<file path="src/hw/rtl/sbp_ram.sv">
// Generic single-port RAM with registered read.
// No dependencies.
module sbp_ram #(
    parameter int WIDTH = 16,
    parameter int DEPTH = 256
) (
    input  logic                     i_clk,
    input  logic                     i_we,
    input  logic [$clog2(DEPTH)-1:0] i_addr,
    input  logic [WIDTH-1:0]         i_wdata,
    output logic [WIDTH-1:0]         o_rdata
);
    logic [WIDTH-1:0] r_mem [DEPTH];

    // Write or read one word
    always_ff @(posedge i_clk) begin
        if (i_we) begin
            r_mem[i_addr] <= i_wdata;
        end
        o_rdata <= r_mem[i_addr];
    end
endmodule

</file>
<file path="config.mk">
export PLATFORM = sky130hd
export DESIGN_NAME = sbp_ram
export DESIGN_NICKNAME = d
export VERILOG_FILES = /design/src/hw/rtl/sbp_ram.sv
export SDC_FILE = /design/constraint.sdc
export NUM_CORES = 2
export LEC_CHECK = 0
export BUFFER_PORTS_ARGS = -buffer_cell sky130_fd_sc_hd__buf_2
export CAP_MARGIN = 20
export CORE_ASPECT_RATIO = 1.1
export CORE_MARGIN = 5
export CORE_UTILIZATION = 49
export CTS_BUF_LIST = sky130_fd_sc_hd__clkbuf_16
export DETAILED_ROUTE_END_ITERATION = 12
export PLACE_DENSITY_LB_ADDON = 0.15
export SLEW_MARGIN = 20
export SYNTH_ARGS = -nofsm -noshare
export SYNTH_HDL_FRONTEND = slang
export SYNTH_SLANG_ARGS = --single-unit
export TNS_END_PERCENT = 10
</file>
<file path="constraint.sdc">
create_clock -name i_clk -period 5.4 [get_ports i_clk]
set_input_delay 1.62 -clock i_clk [delete_from_list [all_inputs] [get_ports i_clk]]
set_output_delay 1.62 -clock i_clk [all_outputs]
set_load 0.02 [all_outputs]
</file>
==> Word-level counts from Yosys, hierarchy flattened <==
Memory sizes are Yosys's and may differ from the RTL's. A register that Yosys moved wholly into a read port is not among the register bits.
Index checks and enable logic that the tools add are counted.
{ "op_classes": {"n_addsub": 0, "multipliers": 0, "div_mod_pow": 0, "magnitude_cmp": 0, "eq_ne": 0, "shifts": 0, "n_mux": 2, "bitwise_logic": 0, "reduce_logical": 0} }
{ "ops": {"columns": ["cell", "n"], "rows": [
  ["$mux 1", 2]
]} }
{ "totals": {"reg_bits": 0, "latch_bits": 0, "ram_bits": 4096, "rom_bits": 0, "out_inout_bits": 16, "word_cells": 3, "n_memories": 1} }
{ "memory_table": {"columns": ["memory", "depth", "width", "read_ports", "rd_ports_with_merged_regs", "write_ports", "line_no", "rtl"], "rows": [
  ["r_mem", 256, 16, 1, 1, 1, "13", "logic [WIDTH-1:0] r_mem [DEPTH];"]
]} }

==> Depth between registers and ports, before layout <==
{ "logic_depth": {"word_depth": 2, "ltp_mapped": 10, "depth_no_buf": 5} }

==> Worst setup path after synthesis <==
OpenSTA, ideal clock, no wires.
{ "synth_timing": {"path_type": "input -> register", "startpoint": "input port i_addr[0]", "endpoint": "memory r_mem[145][0] (enable)", "setup_ns": 0.409, "t_arrival_ns": 3.909, "required_ns": 4.991, "slack_ns": 1.082, "stages": 7, "n_path_buf": 5, "cell_sequence": "clkbuf_1 buf_6 clkbuf_1 buf_2 nand2b_1 clkbuf_1 nor3_1"} }
{ "synth_rtl": {"columns": ["item", "line_no", "rtl"], "rows": [
  ["from (decl)", "9", "input logic [$clog2(DEPTH)-1:0] i_addr,"],
  ["to (decl)", "13", null]
]} }
No word-level cell before the write port.

==> flow_summary_export.csv <==
group,metric,value,unit
finish,area_growth,14.8,%
sta,hold_slack,936,ps
yosys,synthTopCellsByCount,"4096 x edfxtp_1, 1024 x mux4_2, 512 x a22oi_1, 256 x a21oi_1, 249 x clkbuf_1",
yosys,synth_cell_types,22,
cts,clk_latency,970,ps
yosys,synth_fp_nets,6753,
yosys,synth.most_common_cell,"edfxtp_1",
sta,fin_worst_skew,54.0,ps
cts,clock_sinks,4112,
finish,drive_gt1_share,30.6,%
min_path,hold_path.class,"in2reg",
floorplanning,rows,216,
sta,drv_slew,0,
grt,antenna_found_initial,22,
cts,cts_tree,"yes",
setup_path,worstSetupEndpointType,"register",
yosys,synth_edf_count,4096,
yosys,avgSynthCellArea,23.1,um^2
cts,post_cts_buffers,0,
placed_design,hpwl,252000,um
placed_design,globalplace.congestion,0.816,
cts,cts_inserted_buffers,405,
floorplanning,core,0.315,mm^2
grt,grt_max_degree,137,
sta,timing.final.crit_period,4390,ps
finish,nets,7433,
yosys,synth_top_area_share,79.1,%
yosys,synth_top_area_cell,"edfxtp_1",
finish,finalNonFillerCells,11897,
grt,grt_pass1_vias,75858,
placed_design,port_buffers,41,
power,finalPower,65.6,mW
sta,slew_headroom,20.4,%
job,maxCapViolCount,0,
yosys,ys_seq_area_share,79.4,%
grt,grt_pass1_wl,589000,um
setup_path,critPathKind,"in2reg",
finish,fin_util,56.6,%
cts,clkSlewWorstSetupHoldPaths,60,ps
grt,grt_overflow,0,
yosys,synth_area,0.155,mm^2
setup_path,crit_arrival,5220,ps
yosys,async_reset_ff_share,0,%
setup_path,required,6230,ps
sta,fmax,0.228,GHz
floorplanning,die_x,547,um
drt,drc,0,
placed_design,dp_cells,11142,
power,ir_worst_vdd,0.394,mV
floorplanning,initial_core_util,49.3,%
cts,clock_path_buffers,4,
setup_path,crit_fanout,43,
drt,drt_iter0_drc,9663,
placed_design,place_worst_setup_slack,94.1,ps
drt,viasPerCell,6.35,
floorplanning,ios,42,
sta,worst_slack,1010,ps
yosys,syn_inst,6727,
cts,ctsHoldBuffers,0,
sta,worst-slew-pin-transition,1190,ps
yosys,synthTopCellsByArea,"edfxtp_1 79%, mux4_2 15%, a22oi_1 2.5%",
sta,fin_crit_sh,81.4,%
cts,cts_resized,0,
drt,drt-pass1-iter-count,5,
cts,clockRootBuffer,"clkbuf_16",
drt,vias,75574,
cts,h-tree-depth,5,
yosys,ys_warn_count,0,
sta,setup_viol,0,
floorplanning,dieArea,0.329,mm^2
power,power.static_leakage,55.8,nW
setup_path,regToRegSetupSlack,2350,ps
drt,wl,418000,um
run_status,status,"completed",
grt,track_usage,25.2,%
floorplanning,chipHeight,601,um
setup_path,start_kind,"primary input",
yosys,ys_seq_elements,4112,
sta,finalHoldViolCount,0,
power,powerDensity,367,mW/mm^2
sta,rsz0062_at_grt,"false",
yosys,synth_flop_cell,"edfxtp_1",
drt,postRouteAntennaNets,0,
drt,drt-wirelength-per-cell,35.1,um
layer usage:
| metal | share of wire [%] | global-route usage (%) | vias up |
|---|---|---|---|
| li1 | - | - | 30411 |
| met4 | 3.7 | 8.72 | 8 |
| met2 | 49 | 40.3 | 3325 |
| met5 | 0.014 | 0 | - |
| met3 | 7.3 | 3.72 | 567 |
| met1 | 40 | 35.8 | 41263 |
sequential cells by signal, indices dropped and copies added, names as in the netlist:
register / flops
r_mem: 4096
o_rdata: 16
stage by stage:
step                      setup TNS [ps]  cell area [um^2]
after floorplan                        0            155000
after global placement             -1840            166000
after detailed placement               0            166000
after CTS                              0            178000
after global routing                   0            178000
final                                  0            178000
final cells by class:
cell class / count / area [um^2]
Clock buffer: 413 / 10300
Antenna cell: 11 / 27.5
Inverter: 1 / 3.75
Timing Repair Buffer: 693 / 6470
Fill cell: 22934 / 137000
Clock inverter: 331 / 2420
Sequential cell: 4112 / 123000
Tap cell: 4142 / 5180
Multi-Input combinational cell: 2194 / 30700
critical path: stages:
cell and delay, ps:
buf_12 400, buf_12 380, mux4_2 560, a22oi_1 370
a21oi_1 350, o41ai_1 1000, buf_4 270, nand4_1 90
logic make-up after synthesis:
group	count (synthesis)	synth area share (%)
muxes	1024	14.8
DFF	4112	79.4
and+or+nand+nor	338	0.907
AOI/OAI and AO/OA	832	3.66
buffers and inverters	421	1.24
layout by cell type, fill, tap and decap left out, drive strengths merged, types with 2 or more instances in the layout:
cell	instances
nand2	28
mux4	1024
bufinv	27
diode	11
and2	3
a22oi	512
a21oi	256
nand2b	6
or2	2
inv	101
o41ai	64
nand3	13
nand4	16
edfxtp	4096
dfxtp	16
clkinvlp	10
clkinv	194
nor2	232
buf	693
nor2b	7
nor3	30
clkbuf	413
final timing paths:
path	end	cells after the start	startpoint
worst max-delay path	o_rdata[10]$_DFF_P_	8	i_addr[0]
worst min-delay path	r_mem[130][10]$_DFFE_PP_	1	i_wdata[10]
worst max register to register	o_rdata[10]$_DFF_P_	6	r_mem[143][10]$_DFFE_PP_
worst min register to register	o_rdata[9]$_DFF_P_	5	r_mem[90][9]$_DFFE_PP_
where the power goes:
group	switching (mW)	internal (mW)	total (mW)
registers	0.0807	35.2	35.3
logic	2.07	1.13	3.20
clock network	11.9	15.2	27.1
total	14.1	51.5	65.6
Note: power is estimated with default switching activity, not from simulation.
