===== src/hw/rtl/sbp_pkg.sv =====
// Shared types and constants for the sample buffer player.
// No dependencies.
package sbp_pkg;
    localparam int MEM_DEPTH_DEF   = 65536;
    localparam int SAMPLE_BITS_DEF = 16;
    localparam logic [23:0] UNITY_SPEED = 24'h010000;
    localparam logic [3:0]  MAX_BLOCK_LOG2 = 4'd10;

    typedef enum logic [1:0] {
        FN_LOAD  = 2'd0,
        FN_START = 2'd1,
        FN_TICK  = 2'd2,
        FN_NONE  = 2'd3
    } t_func;

    typedef enum logic [2:0] {
        CFG_FRAME_TOTAL = 3'd0,
        CFG_STEREO      = 3'd1,
        CFG_LOOP        = 3'd2,
        CFG_SPEED       = 3'd3,
        CFG_BLOCK_LOG2  = 3'd4
    } t_cfg_idx;

    typedef enum logic [10:0] {
        ST_IDLE  = 11'b00000000001,
        ST_RD0   = 11'b00000000010,
        ST_RD1   = 11'b00000000100,
        ST_RD2   = 11'b00000001000,
        ST_RD3   = 11'b00000010000,
        ST_WAIT  = 11'b00000100000,
        ST_MUL   = 11'b00001000000,
        ST_ACC   = 11'b00010000000,
        ST_SQRT  = 11'b00100000000,
        ST_SQW   = 11'b01000000000,
        ST_OUT   = 11'b10000000000
    } t_state;

    // Square root unit control/status
    typedef struct packed {
        logic start;
    } t_sqrt_ctl;
    typedef struct packed {
        logic        busy;
        logic [20:0] root;
    } t_sqrt_sts;
endpackage


===== src/hw/rtl/sbp_isqrt.sv =====
// Iterative integer square root, one result bit per cycle.
// Depends on sbp_pkg.
module sbp_isqrt
    import sbp_pkg::*;
(
    input  logic        i_clk,
    input  logic        i_rst_n,
    input  t_sqrt_ctl   i_ctl,
    input  logic [41:0] i_value,
    output t_sqrt_sts   o_sts
);
    logic [41:0] r_v, n_v;
    logic [41:0] r_r, n_r;
    logic [41:0] r_bit;
    logic        r_busy;
    logic [41:0] sum;

    assign sum = r_r + r_bit;

    // One digit per cycle
    always_comb begin
        if (r_v >= sum) begin
            n_v = r_v - sum;
            n_r = (r_r >> 1) + r_bit;
        end else begin
            n_v = r_v;
            n_r = r_r >> 1;
        end
    end

    always_ff @(posedge i_clk) begin
        if (!i_rst_n) begin
            r_busy <= 1'b0;
        end else if (i_ctl.start) begin
            r_busy <= 1'b1;
            r_v    <= i_value;
            r_r    <= '0;
            r_bit  <= 42'd1 << 40;
        end else if (r_busy) begin
            r_v   <= n_v;
            r_r   <= n_r;
            r_bit <= r_bit >> 2;
            if (r_bit[0]) begin
                r_busy <= 1'b0;
            end
        end
    end

    assign o_sts.busy = r_busy;
    assign o_sts.root = r_r[20:0];
endmodule


===== config.mk =====
export PLATFORM = sky130hd
export DESIGN_NAME = sbp_isqrt
export DESIGN_NICKNAME = d
export VERILOG_FILES = /design/src/hw/rtl/sbp_pkg.sv /design/src/hw/rtl/sbp_isqrt.sv
export SDC_FILE = /design/constraint.sdc
export NUM_CORES = 1
export LEC_CHECK = 0
export BUFFER_PORTS_ARGS = -buffer_cell sky130_fd_sc_hd__buf_2
export CORE_MARGIN = 3
export CORE_UTILIZATION = 50
export DETAILED_ROUTE_END_ITERATION = 8
export PLACE_DENSITY = 0.68
export SETUP_SLACK_MARGIN = 0.2
export SLEW_MARGIN = 10
export SYNTH_ARGS = -nofsm -noshare
export SYNTH_HDL_FRONTEND = slang
export SYNTH_SLANG_ARGS = --single-unit
export TNS_END_PERCENT = 1

===== constraint.sdc =====
create_clock -name i_clk -period 9 [get_ports i_clk]
set_input_delay 0.45 -clock i_clk [delete_from_list [all_inputs] [get_ports i_clk]]
set_output_delay 0.45 -clock i_clk [all_outputs]
set_load 0.1 [all_outputs]

* Yosys cells after proc, flatten, opt, wreduce, memory -nomap -nowiden
Index checks and enable logic that the tools add are counted.
** Word-level totals
- Bits in writable memories :: 0
- Bits of input ports :: 45
- Memory bits (read-only) :: 0
- Output and inout bits :: 22
- Word-level logic and storage cells :: 21
- Memories kept :: 0
- Register bits :: 106
- Bits in latches :: 0
** Operators by class
- Equality and inequality tests :: 0
- Shift operators :: 0
- Bitwise gates (word level) :: 0
- Divide/modulo/power cells :: 0
- Reduce and logical (&&, ||, !) cells :: 4
- Muxes and demuxes :: 9
- Add/subtract/negate cells :: 3
- Order comparisons :: 1
- Multiply operators :: 0
** Operators by type and width (count)
- $mux 42 :: 5
- $add 41x41->42 :: 1
- $add 42x41->42 :: 1
- $ge 42x42->1 :: 1
- $sub 42x42->42 :: 1
- $mux 41 :: 1
- $reduce_bool 2->1 :: 2
- $mux 1 :: 3
- $reduce_and 3->1 :: 1
- $reduce_and 2->1 :: 1

* Depth between registers and ports, before layout
Gate-level depths: netlist of run 1.
- Depth after elaboration :: 5
- Depth in mapped cells :: 23
- Depth with buffers taken out :: 21

* Worst setup path after synthesis of run 1
No wires, ideal clock.
- Kind :: reg2reg
- Start :: register r_r[18]
- End :: register r_v[0] (enable)
- Stages on the path, launching flop included :: 18
- Path slack :: 2.355 ns
- Path buffers :: 3
- Period minus slack after synthesis :: 6.645 ns
- Arrival time :: 6.190 ns
- Required time :: 8.545 ns
- Path through :: edfxtp_1 > ha_1 > a31oi_1 > o21ai_0 > a31o_2 > a211o_1 > a21boi_0 > nor2_1 > a31oi_1 > xor2_1 > ha_1 > clkbuf_1 > nand4_1 > o311a_4 > o311a_4 > buf_2 > buf_2 > a21oi_1
** Between the ends
- Cells in the longest elaborated chain, start to end :: 4
** RTL lines
- from (decl) :: RTL line sbp_isqrt.sv:13 : logic [41:0] r_r, n_r;
- from (signal assigned) :: RTL line sbp_isqrt.sv:41 : r_r <= n_r;
- $add 42x41->42 :: RTL line sbp_isqrt.sv:18 : assign sum = r_r + r_bit;
- $ge 42x42->1 :: RTL line sbp_isqrt.sv:22 : if (r_v >= sum) begin
- $reduce_bool 2->1 (no source line)
- $reduce_and 3->1 (no source line)
- to (signal assigned) :: RTL line sbp_isqrt.sv:36 : r_v <= i_value;
- to (signal assigned) :: RTL line sbp_isqrt.sv:40 : r_v <= n_v;
- to (decl) :: RTL line sbp_isqrt.sv:12 : logic [41:0] r_v, n_v;
No other way between the ends.
A chain may end at the register's enable or synchronous reset.

* Worst setup path in the final report of run 1
- Start :: register r_r[10]
- End :: register r_v[37] (enable)
The elaborated chain is that of the path after synthesis.

==> results by group, run 1 <==
Status
  • Outcome: finished, final reports clean

Die
  • Core Footprint: 18,300 sq um
  • Row count: 49
  • Die span in y: 143 um
  • DIE AREA: 20,600 sq um
  • Io pins: 67
  • Initial Util: 0.517
  • Die width: 143 um

Global route
  • Vias in the first global route: 7,205
  • Tot GR Track Use: 0.225
  • Initial antenna violation count: 0
  • Final global-route overflow total: 0
  • First-pass GRT wire length: 37,000 um
  • Largest net degree at the start of global routing: 69

Drt
  • Aggregate routed wire length: 23,100 um
  • Vias per cell: 6.00
  • Vias: 7,974
  • Post-route ant nets: 0
  • DRC errors left: 0
  • Drt first-iter violations: 522
  • Drt wl/cell: 17.4 um
  • Pre-antenna DRT Iters: 5

Timing
  • Max Slew Vio Count: 0
  • Max Fclk: 181 MHz
  • Clock skew: 0.0137 ns
  • Rel. slew slack: 0.443
  • Final setup fails: 0
  • Post-layout min period: 5.54 ns
  • Final period util: 0.616
  • Least-Margin Pin Slew: 0.835 ns
  • Final hold slack: 0.353 ns
  • Final WS setup: 3.46 ns
  • RSZ-0062 raised after global routing: no
  • Sum Neg Setup Slack: 0 ns
  • Fin. Hold Viols: 0

Critical path
  • WS Path Type: reg -> reg
  • Buffers & Inverters on Critical Path: 1
  • Critical Path Start Type: flop
  • Crit path cell chain: ha_1 > a31oi_1 > o21bai_1 > a31o_2 > a211o_1 > a21boi_0 > nor2_1 > a31oi_1 > o21bai_1 > xnor2_1 > ha_1 > nand4_1 > nor2_1 > nand3_1 > nor4_1 > nor2_1 > o311a_4 > a21oi_4 > buf_4
  • Reg2Reg Launch Point: r_r[10]
  • CP Max Fanout: 42
  • CP Capture Type: flop
  • Worst setup path start: r_r[10]
  • Worst EP arrival: 5.54 ns
  • CP max-delay cell: edfxtp_1
  • Crit path largest cell delay: 0.51 ns
  • Top cell by count, worst path: nor2_1
  • Worst EP required: 9.00 ns
  • Top delay family on crit path: compound AO/OA/AOI/OAI gates

Synthesis
  • Number of synthesized flops with an enable pin: 105
  • Cells after synthesis: 1,069
  • FF+latch count, synth: 106
  • Mapped Area: 9450 sq um
  • Register area share after synthesis: 0.336
  • Syn_area_per_cell: 8.84 sq um
  • Net Count, Synth: 1,201
  • Asr flop ratio synth: 0
  • Syn. warnings: 0
  • Netlist cell types: 67
  • Predominant post-synthesis flop cell: edfxtp_1

Worst hold path
  • Hold crit path type: in -> reg
  • Hold_sp: i_value[4]

Placement
  • DP Worst Slack: 3.51 ns
  • IO Port Bufs: 66
  • Detailed placement HPWL: 17,400 um
  • Area post-placement: 9820 sq um
  • Placer Congestion: 0.947

Final layout
  • Final core occ: 0.553
  • Area of the multi-input gates: 5870 sq um
  • Fraction of layout cells with a size suffix above 1: 0.114
  • Area occupied by registers: 3170 sq um
  • Fin area: 10,100 sq um
  • # nets final: 1,227
  • ANT cells: 0
  • FILL cells: 1,719
  • Area growth, synth to finish: 6.89%

Clock tree
  • CTS buffer count: 9
  • PostCTS Resize Cnt: 0
  • Htree depth: 3
  • Root Driver: clkbuf_16
  • Clk buf depth: 2
  • CTS sink cnt: 106
  • # hold bufs at CTS: 0
  • CTS tree: built
  • Clk pin slew, worst setup/hold paths: 0.08 ns
  • Post-CTS setup repair buffer count: 0
  • Worst-skew pair later-pin latency: 0.37 ns

Power
  • Maximum vdd drop: 0.0912 mV
  • Pwr per Cell Area: 197 nW/um^2
  • Leakage: 3.95 nW

Flow run
  • Max-Cap Viols: 0
==> metal layers <==
layer	vias to the layer above	track usage	wire, um
met5	-	0	0
met1	3710	0.345	11500
met2	197	0.328	9880
met3	32	0.0396	1310
met4	0	0.0540	395
li1	4035	-	-
==> worst paths after layout <==
| path | slack, ns | cells past startpoint | endpoint |
|---|---|---|---|
| worst max register to register | 3.46 | 19 | r_v[37] |
| worst min-delay path | 0.35 | 3 | r_v[4] |
| worst min register to register | 0.52 | 1 | r_busy |
| worst max-delay path | 3.46 | 19 | r_v[37] |
==> area by class of cell <==
| class | instances | share of cell area |
|---|---|---|
| clock buffers | 10 | 0.0227 |
| multi-input cells | 874 | 0.581 |
| inverters | 33 | 0.0123 |
| repair buffers | 71 | 0.0367 |
| well taps | 229 | 0.0284 |
| flip-flops and latches | 106 | 0.314 |
| clock inverters | 6 | 0.00483 |
==> power by group <==
| group | switching (mW) | total (mW) | internal, mW |
|---|---|---|---|
| Sequential | 0.0525 | 0.674 | 0.622 |
| Clock | 0.199 | 0.390 | 0.191 |
| Combinational | 0.576 | 0.925 | 0.350 |
==> state kept, by name, summed over array words and instances (netlist names) <==
name	count
r_bit	21
r_busy	1
r_r	42
r_v	42
==> tightest hold or removal path: stages <==
cell,delay (ns)
buf_2,0.07
nand2_1,0.04
o21ai_0,0.05
==> per-stage QoR <==
step	power (mW)	instances
4_1_cts	1.99	1329
2_1_floorplan	1.41	1069
3_5_place_dp	1.60	1313
5_1_grt	2.13	1329
6_report	1.99	1329
3_3_place_gp	1.60	1313
==> cell usage in the layout (no fill, tap or decap), types with 5 or more instances in the layout <==
cell type / Yosys / final
nand2_1: 125 / 125
edfxtp_1: 105 / 105
o21ai_0: 97 / 97
ha_1: 86 / 86
a21oi_1: 84 / 83
buf_2: 6 / 65
nor2_1: 64 / 64
xor2_1: 48 / 48
xnor2_1: 42 / 42
a31oi_1: 34 / 34
inv_1: 33 / 32
nor2b_1: 32 / 32
a21o_1: 24 / 24
nand3_1: 21 / 21
nand4_1: 18 / 18
a211oi_1: 18 / 18
o21bai_1: 16 / 16
a31o_2: 16 / 16
or3_1: 15 / 15
o31ai_1: 13 / 13
and2_1: 12 / 12
and3_1: 10 / 10
o21a_1: 10 / 10
nor3_1: 9 / 9
clkbuf_16: 0 / 9
buf_4: 23 / 6
o211ai_1: 5 / 5
or2_2: 5 / 5
==> synth_stat cells, types with 4 or more instances <==
cell	instances	share of area
ha_1	86	0.11
o31ai_1	13	0.010
nor2_1	64	0.025
nor2b_1	32	0.021
and3_1	10	0.0066
a21o_1	24	0.019
a21oi_1	84	0.044
clkbuf_1	26	0.010
buf_2	6	0.0032
o21a_1	10	0.0079
nand2b_1	4	0.0026
nand2_1	125	0.050
o211ai_1	5	0.0040
and2_1	12	0.0079
a211oi_1	18	0.014
nand3_1	21	0.011
or3_1	15	0.0099
edfxtp_1	105	0.33
inv_1	33	0.013
nand4_1	18	0.012
and4_1	4	0.0037
a31o_2	16	0.015
o21ai_0	97	0.051
a31oi_1	34	0.023
xnor2_1	42	0.039
buf_4	23	0.018
or2_2	5	0.0033
nor3_1	9	0.0048
o21bai_1	16	0.013
xor2_1	48	0.044
==> cells by family after synthesis <==
group / Yosys count / share of synthesized area
AOI/OAI and AO/OA: 361 / 0.246
buffers and inverters: 89 / 0.0454
xor gates and xnor gates: 90 / 0.0834
and+or+nand+nor: 332 / 0.169
muxes: 4 / 0.00463
adders and majority gates: 87 / 0.116
DFF: 106 / 0.336
No activity file was read; power rests on OpenSTA's default activity.
==> run 2: changes to the inputs <==
Settings changed: PLACE_DENSITY 0.68 to 0.71.
Clock period 9 ns to 5.01 ns, I/O delays scaled along.
==> run 2 against run 1 <==
First-iteration DRC count rose by 32%; clock skew fell by 0.0042 ns; worst hold slack got worse by 0.20 ns; final area rose by 7.4%; critical path type unchanged; critical endpoint is now r_r[17]; highest routed layer unchanged.
==> results by group, run 2 (same netlist as run 1, synthesis figures left out) <==
Status
  • Outcome: finished, final reports clean

Global route
  • Vias in the first global route: 7,754
  • Largest net degree at the start of global routing: 82
  • First-pass GRT wire length: 40,500 um
  • Initial antenna violation count: 0
  • Final global-route overflow total: 0
  • Tot GR Track Use: 0.247

Final layout
  • Biggest regs: r_r: 42 flops, r_v: 42 flops, r_bit: 21 flops
  • Fin area: 10,800 sq um
  • ANT cells: 0
  • FILL cells: 1,606
  • Commonest non-fill, non-tap cells in the layout: nand2_1 (123), edfxtp_1 (105), o21ai_0 (90), ha_1 (76), a21oi_1 (75)
  • Area growth, synth to finish: 14.8%
  • # nets final: 1,274
  • Commonest non-fill, non-tap cell in the layout: nand2_1
  • Fraction of layout cells with a size suffix above 1: 0.189

Timing
  • Least-Margin Pin Slew: 0.773 ns
  • Fin. Hold Viols: 0
  • Final hold slack: 0.155 ns
  • Final WS setup: 0.211 ns
  • Post-layout min period: 4.80 ns
  • Max Slew Vio Count: 0
  • Max Fclk: 208 MHz
  • Final setup fails: 0
  • Rel. slew slack: 0.484
  • Clock skew: 0.00957 ns
  • Final period util: 0.958
  • RSZ-0062 raised after global routing: yes
  • Sum Neg Setup Slack: 0 ns

Clock tree
  • Clk pin slew, worst setup/hold paths: 0.08 ns
  • CTS sink cnt: 106
  • Worst-skew pair later-pin latency: 0.36 ns
  • Clk buf depth: 2
  • Root Driver: clkbuf_16
  • CTS buffer count: 9
  • Htree depth: 3
  • CTS tree: built

Critical path
  • CP max-delay cell: edfxtp_1
  • Top delay family on crit path: simple AND/OR/NAND/NOR gates
  • WS Path Type: reg -> reg
  • Critical Path Start Type: flop
  • Crit path cell chain: ha_4 > nand4_1 > nor2_2 > a31o_4 > a211o_1 > a21boi_2 > o31a_1 > o21bai_1 > a21oi_1 > xor2_1 > ha_1 > nand2_4 > nor2_2 > nor4b_4 > nand3_2 > nor4_4 > nor2_4 > o311a_4 > buf_12 > or3_1 > a21oi_1
  • Worst EP required: 5.22 ns
  • CP Max Fanout: 12
  • Buffers & Inverters on Critical Path: 1
  • CP Capture Type: flop
  • Crit path largest cell delay: 0.49 ns
  • Worst EP arrival: 5.01 ns

Placement
  • Area post-placement: 10,100 sq um
  • Detailed placement HPWL: 18,400 um
  • DP Worst Slack: 0.202 ns
  • Placer Congestion: 0.990
  • IO Port Bufs: 66

Drt
  • Drt wl/cell: 18.7 um
  • Vias per cell: 6.14
  • Aggregate routed wire length: 25,700 um
  • Post-route ant nets: 0
  • Pre-antenna DRT Iters: 5
  • Vias: 8,443
  • Drt first-iter violations: 689
  • DRC errors left: 0

Die
  • Io pins: 67
  • Die span in y: 143 um
  • Core Footprint: 18,300 sq um
  • Row count: 49
  • DIE AREA: 20,600 sq um
  • Die width: 143 um
  • Initial Util: 0.517

Power
  • Pwr per Cell Area: 351 nW/um^2
  • Maximum vdd drop: 0.163 mV
  • Leakage: 4.26 nW

Flow run
  • Max-Cap Viols: 0

Worst hold path
  • Hold crit path type: in -> reg
## run 2: per-stage QoR
stage,utilization,std cells,power [mW]
after floorplan,-,1069,2.57
after global placement,0.553,1331,2.92
after global routing,0.593,1375,4.06
after detailed placement,0.553,1331,2.94
final,0.593,1375,3.81
after CTS,0.574,1351,3.70
## run 2: layer usage
layer  up-vias  track usage  part of all wire
met5         -            0                 0
met4         0       0.0758             0.024
met3        32       0.0213             0.061
met2       298        0.386              0.45
met1      3962        0.366              0.47
li1       4151            -                 -
## run 2: final timing paths
check                                  from       to  slack, ns  depth (start not counted)
worst max-delay path                r_r[10]  r_r[17]       0.21                         21
worst min-delay path            i_value[40]  r_v[40]       0.15                          3
worst max register to register      r_r[10]  r_r[17]       0.21                         21
worst min register to register     r_bit[0]   r_busy       0.60                          2
## run 2: cell type report
cell class,count,area [sq um],share of cell area
clock buffer,10,229,0.0211
tap,229,287,0.0264
inverter,33,124,0.0114
clock inverter,5,31.3,0.00288
timing repair buffer,117,786,0.0725
sequential,106,3170,0.293
multi-input combinational,875,6210,0.573
## run 2: repair_timing
item                                    in CTS  in global routing
hold buffers                                 0                  0
pin swaps                                    5                 29
cloned                                       2                  0
endpoints found under the setup margin      33                 89
buffers inserted                             3                 24
endpoints found under the hold margin        0                  0
gates resized for setup                      7                 38
## run 2: worst min-delay path, stage by stage
cell and delay [ns]:
buf_2 0.07, nand2_1 0.03, o21ai_0 0.05
## run 2: power breakdown
part	total [mW]	internal, mW	switching, mW
sequential	1.20	1.12	0.0850
combinational	1.93	0.772	1.15
clock	0.680	0.334	0.346
total	3.81	2.22	1.59
